$ cat src/hw/rtl/atilt_pkg.sv
// Shared widths, register indexes, reset values and the arctangent table for the tilt block.
package atilt_pkg;

    // Field widths at the block boundary.
    localparam int AXIS_W    = 16;
    localparam int OFFS_W    = 12;
    localparam int ANGLE_W   = 15;
    localparam int MASK_W    = 3;
    localparam int CFG_IDX_W = 2;

    // Offset-corrected sample and sum-of-squares widths.
    localparam int CORR_W = AXIS_W + 1;
    localparam int SQ_W   = 32;

    // Square root of (sum << 30): 31 result bits, one per stage.
    localparam int ROOT_W   = 31;
    localparam int REM_W    = ROOT_W + 2;
    localparam int SQRT_LAT = ROOT_W;
    localparam int FRAC_W   = 15;

    // Vectoring datapath widths.
    localparam int CW         = 35;
    localparam int ZW         = 27;
    localparam int ANGLE_FRAC = 12;
    localparam int ATAN_LEN   = 24;

    localparam int CORDIC_STEPS_DEF = 16;

    localparam logic signed [ANGLE_W-1:0] RIGHT_ANGLE = 15'sd9000;

    // Configuration register indexes.
    localparam logic [CFG_IDX_W-1:0] REG_OFFSET_X = 2'd0;
    localparam logic [CFG_IDX_W-1:0] REG_OFFSET_Y = 2'd1;
    localparam logic [CFG_IDX_W-1:0] REG_OFFSET_Z = 2'd2;

    // Offset reset values in raw units.
    localparam logic signed [OFFS_W-1:0] OFFSET_X_RST = 12'sd41;
    localparam logic signed [OFFS_W-1:0] OFFSET_Y_RST = -12'sd20;
    localparam logic signed [OFFS_W-1:0] OFFSET_Z_RST = -12'sd164;

    // Arctangent of 2^-i in 1/4096 hundredths of a degree.
    function automatic logic signed [ZW-1:0] atan_val(input int i);
        logic signed [ZW-1:0] v;
        case (i)
            0:       v = 27'sd18432000;
            1:       v = 27'sd10881045;
            2:       v = 27'sd5749245;
            3:       v = 27'sd2918407;
            4:       v = 27'sd1464867;
            5:       v = 27'sd733147;
            6:       v = 27'sd366663;
            7:       v = 27'sd183343;
            8:       v = 27'sd91673;
            9:       v = 27'sd45837;
            10:      v = 27'sd22918;
            11:      v = 27'sd11459;
            12:      v = 27'sd5730;
            13:      v = 27'sd2865;
            14:      v = 27'sd1432;
            15:      v = 27'sd716;
            16:      v = 27'sd358;
            17:      v = 27'sd179;
            18:      v = 27'sd90;
            19:      v = 27'sd45;
            20:      v = 27'sd22;
            21:      v = 27'sd11;
            22:      v = 27'sd6;
            23:      v = 27'sd3;
            default: v = '0;
        endcase
        return v;
    endfunction

endpackage

$ cat src/hw/rtl/atilt_sqrt.sv
// Pipelined square root of (sum << 30), one result bit per stage.
module atilt_sqrt (
    input  logic                         clk,
    input  logic                         en,
    input  logic [atilt_pkg::SQ_W-1:0]   sum,
    output logic [atilt_pkg::ROOT_W-1:0] root
);

    localparam int NS     = atilt_pkg::ROOT_W;
    localparam int REM_W  = atilt_pkg::REM_W;
    localparam int SQ_W   = atilt_pkg::SQ_W;
    // Only the upper 16 digit pairs come from the sum; the rest are zero.
    localparam int S_REGS = 15;

    logic [REM_W-1:0]  rem_reg  [NS-1];
    logic [NS-1:0]     root_reg [NS];
    logic [SQ_W-1:0]   s_reg    [S_REGS];

    logic [REM_W-1:0]  rem_in   [NS];
    logic [NS-1:0]     root_in  [NS];
    logic [1:0]        pair     [NS];

    genvar k;
    generate
        for (k = 0; k < NS; k++) begin : g_stage
            localparam int I = NS - 1 - k;
            logic [REM_W-1:0] rem_sh;
            logic [REM_W-1:0] trial;
            logic             take;

            if (k == 0) begin : g_first
                assign rem_in[k]  = '0;
                assign root_in[k] = '0;
            end
            else begin : g_next
                assign rem_in[k]  = rem_reg[k-1];
                assign root_in[k] = root_reg[k-1];
            end

            // Digit pair of the shifted radicand for this stage.
            if (I >= 15) begin : g_pair
                if (k == 0) begin : g_p0
                    assign pair[k] = sum[2*I-30 +: 2];
                end
                else begin : g_pn
                    assign pair[k] = s_reg[k-1][2*I-30 +: 2];
                end
            end
            else begin : g_zero
                assign pair[k] = 2'b00;
            end

            // Trial subtract of (root << 2) | 1.
            assign rem_sh = {rem_in[k][REM_W-3:0], pair[k]};
            assign trial  = {root_in[k], 2'b01};
            assign take   = (rem_sh >= trial);

            always_ff @(posedge clk)
            begin
                if (en)
                begin
                    root_reg[k] <= {root_in[k][NS-2:0], take};
                end
            end

            if (k < NS - 1) begin : g_rem
                always_ff @(posedge clk)
                begin
                    if (en)
                    begin
                        rem_reg[k] <= take ? (rem_sh - trial) : rem_sh;
                    end
                end
            end

            if (k < S_REGS) begin : g_s
                if (k == 0) begin : g_s0
                    always_ff @(posedge clk)
                    begin
                        if (en)
                        begin
                            s_reg[k] <= sum;
                        end
                    end
                end
                else begin : g_sn
                    always_ff @(posedge clk)
                    begin
                        if (en)
                        begin
                            s_reg[k] <= s_reg[k-1];
                        end
                    end
                end
            end
        end
    endgenerate

    assign root = root_reg[NS-1];

endmodule

$ cat config.mk
export PLATFORM = sky130hd
export DESIGN_NAME = atilt_sqrt
export DESIGN_NICKNAME = d
export VERILOG_FILES = /design/src/hw/rtl/atilt_pkg.sv /design/src/hw/rtl/atilt_sqrt.sv
export SDC_FILE = /design/constraint.sdc
export NUM_CORES = 2
export LEC_CHECK = 0
export BUFFER_PORTS_ARGS = -buffer_cell sky130_fd_sc_hd__buf_2
export CAP_MARGIN = 20
export CORE_ASPECT_RATIO = 0.6
export CORE_MARGIN = 2
export CORE_UTILIZATION = 50
export CTS_CLUSTER_SIZE = 12
export DETAILED_ROUTE_END_ITERATION = 8
export PLACE_DENSITY = 0.65
export SYNTH_ARGS = -nofsm -noshare
export SYNTH_HDL_FRONTEND = slang
export SYNTH_SLANG_ARGS = --single-unit
export TNS_END_PERCENT = 50
$ cat constraint.sdc
create_clock -name clk -period 4.4 [get_ports clk]
set_clock_uncertainty 0.1 [all_clocks]
set_input_delay 0.66 -clock clk [delete_from_list [all_inputs] [get_ports clk]]
set_output_delay 0.66 -clock clk [all_outputs]
set_load 0.01 [all_outputs]
==> results.yml <==
run_status:
  run_status: "completed"
clock_tree:
  ctsLongestPathBuffers: 4
  cts_max_level: 4
  cts_made_buffers: 169
  cts.sinks: 1609
  post_cts_buffers: 0
  clk_latency_ps: 840
  root_buffer: "clkbuf_16"
  cts_tree: "done"
  clk_pin_slew_worst_paths_ps: 60
place:
  gp_congestion: 0.942
  hpwl_mm: 146
  dp.cells: 9450
  portBuffers: 64
  dp_worst_setup_slack_ps: 4.76
die:
  die_area_mm2: 0.172
  io_pins: 65
  die_x_um: 533
  initial_core_util: 0.504
  core_area_mm2: 0.167
  die_h_um: 322
  rows: 116
detailed_routing:
  wl_mm: 197
  vias_per_cell: 5.76
  wl_per_cell_um: 20.3
  drc: 0
  highest_layer: "met4"
  drt_iter0_markers: 6297
  via_count: 56100
  dr_wl_met3_mm: 20.8
  wl_met1_mm: 103
  drtAntennaViolNets: 0
  wl_met2_mm: 70.9
  drt_pass1_iterations: 6
timing:
  slew-limit-headroom: 0.302
  slew_viol_final: 0
  setup_slack_ps: 159
  holdWs_ps: 203
  fin_setup_tns_ps: 0
  setup_violations: 0
  hold_viol_final: 0
  fin_crit_sh: 0.964
  fmaxAchievable_mhz: 236
  rsz0062_at_grt: "false"
  post-route-min-period_ps: 4240
  worst_slew_pin_slew_ps: 1030
logic_synthesis:
  synth_top_family_by_area: "compound AO/OA/AOI/OAI gates"
  syn_inst: 7165
  syn_nets: 7712
  ys_seq_area_frac: 0.575
  syn_avg_cell_area_um2: 11.7
  synth-edff-count: 1609
  ys.flop_type: "edfxtp_1"
  muxShareOfSynthArea: 0.0143
  synthAdderAreaFrac: 0.0776
  synth_top_cell_area_share: 0.575
  synth_simple_gate_area_share: 0.112
  synth_warnings: 0
  synth_compound_area_frac: 0.115
  ys_seq_elements: 1609
  synthDistinctLibCells: 81
  async_reset_ff_frac: 0
  synthXorXnorAreaFrac: 0.0704
  syn_area_mm2: 0.0841
  ys_top_cells_by_area: "edfxtp_1 57%, ha_1 7.4%, xor2_1 3.6%"
  synth_area_leader_cell: "edfxtp_1"
worst_setup_path:
  max_stage_delay_ps: 600
  crit_fanout: 4
  crit_type: "register to register"
  critPathLaunchType: "register"
  arrival_ps: 4700
  critPathRequiredTime_ps: 4860
  path_cells: "ha_1, a211oi_1, o21a_1, o31ai_1, a31oi_1, o21bai_1, a31oi_1, o21bai_1, a2111oi_0, mux2_2"
  critPathSlowestCell: "a31oi_1"
  end_kind: "register"
final_layout:
  layout_commonest_cell: "edfxtp_1"
  final_cell_mix: "1609 x edfxtp_1, 657 x inv_1, 499 x ha_1"
  drive_gt1_frac: 0.0739
  finalNonFillerCells: 9729
  largest_reg_flops: 887
  area_growth_pct: 10.5
  fin_util: 0.557
  final_nets: 7960
pwr:
  irDropWorstVdd_v: 0.000334
  leakage_nw: 36.1
  p_per_area_mw_per_mm2: 499
global_route:
  grt_max_degree: 149
  grt_usage: 0.227
  antenna_found_initial: 6
  grt_pass1_wl_mm: 305
  grt_overflow: 0
  grt_pass1_vias: 52000
min_path:
  hold_class: "primary input to register"
run:
  max_cap_viol_count: 0
-- kinds of logic after synthesis --
| kind of cell | count (synthesis) |
|---|---|
| xor+xnor | 676 |
| flops | 1609 |
| mux | 108 |
| other cells | 1 |
| buf+inv | 787 |
| compound gates | 1555 |
| fa+ha+maj | 513 |
| simple gates | 1916 |
-- stage by stage --
stage | total power [mW] | instance area [µm²]
final | 46.4 | 92900
after global routing | 48.8 | 92900
after floorplan | 29.4 | 84100
after CTS | 46.4 | 92900
after global placement | 33.1 | 87900
after detailed placement | 33.3 | 87900
-- critical path, delay by kind of cell (launching register included) --
family                     cells  cell delay [ps]
DFF                            1              450
muxes                          1              380
AOI/OAI and AO/OA              8             2710
adders and majority gates      1              340
-- area by class of cell --
cell class | count | area (µm²)
Fill cell | 13900 | 74000
Sequential cell | 1609 | 48300
Multi-Input combinational cell | 4769 | 32900
Clock buffer | 208 | 4480
Tap cell | 2242 | 2810
Inverter | 657 | 2470
Timing Repair Buffer | 207 | 1760
Clock inverter | 35 | 220
Antenna cell | 2 | 5.00
-- final timing paths --
check / startpoint / endpoint / slack, ps / depth (start not counted)
max: rem_reg[24][1] / rem_reg[25][29] / 160 / 10
min: en / s_reg[0][6] / 200 / 1
max reg2reg: rem_reg[24][1] / rem_reg[25][29] / 160 / 10
min reg2reg: s_reg[1][129] / s_reg[1][161] / 320 / 0
-- synthesized netlist by cell type (all sizes together), types with 34 or more instances --
library cell and instances:
edfxtp 1609, inv 657, ha 499, nor2 495, a21oi 474, nand2 460
o21ai 405, xor2 341, xnor2 335, nor3 201, a21o 183, clkbuf 118
nand3 118, o21a 101, nand2b 100, mux2 98, nor4 90, or3 88
nor2b 70, o31ai 61, nand4 55, or2 49, a211oi 46, o21bai 38
a31oi 35, or4 35, and3 34
-- report_power, final --
part           internal, mW  switching (mW)
Combinational          4.95            6.75
Sequential             19.9            1.91
Clock                  7.22            5.68
Total                  32.0            14.3
-- timing repair --
item,4_1_cts,5_1_grt
hold endpoints to repair,33,0
hold buffers,33,0
resized for setup,1,1
endpoints found under the setup margin,1,3
-- metal layers --
metal  vias up  global-route usage
met2      2109               0.277
met3       221              0.0607
met5         -                   0
met4         0              0.0403
li1      26700                   -
met1     27000               0.389
No activity file was read; power rests on OpenSTA's default activity.
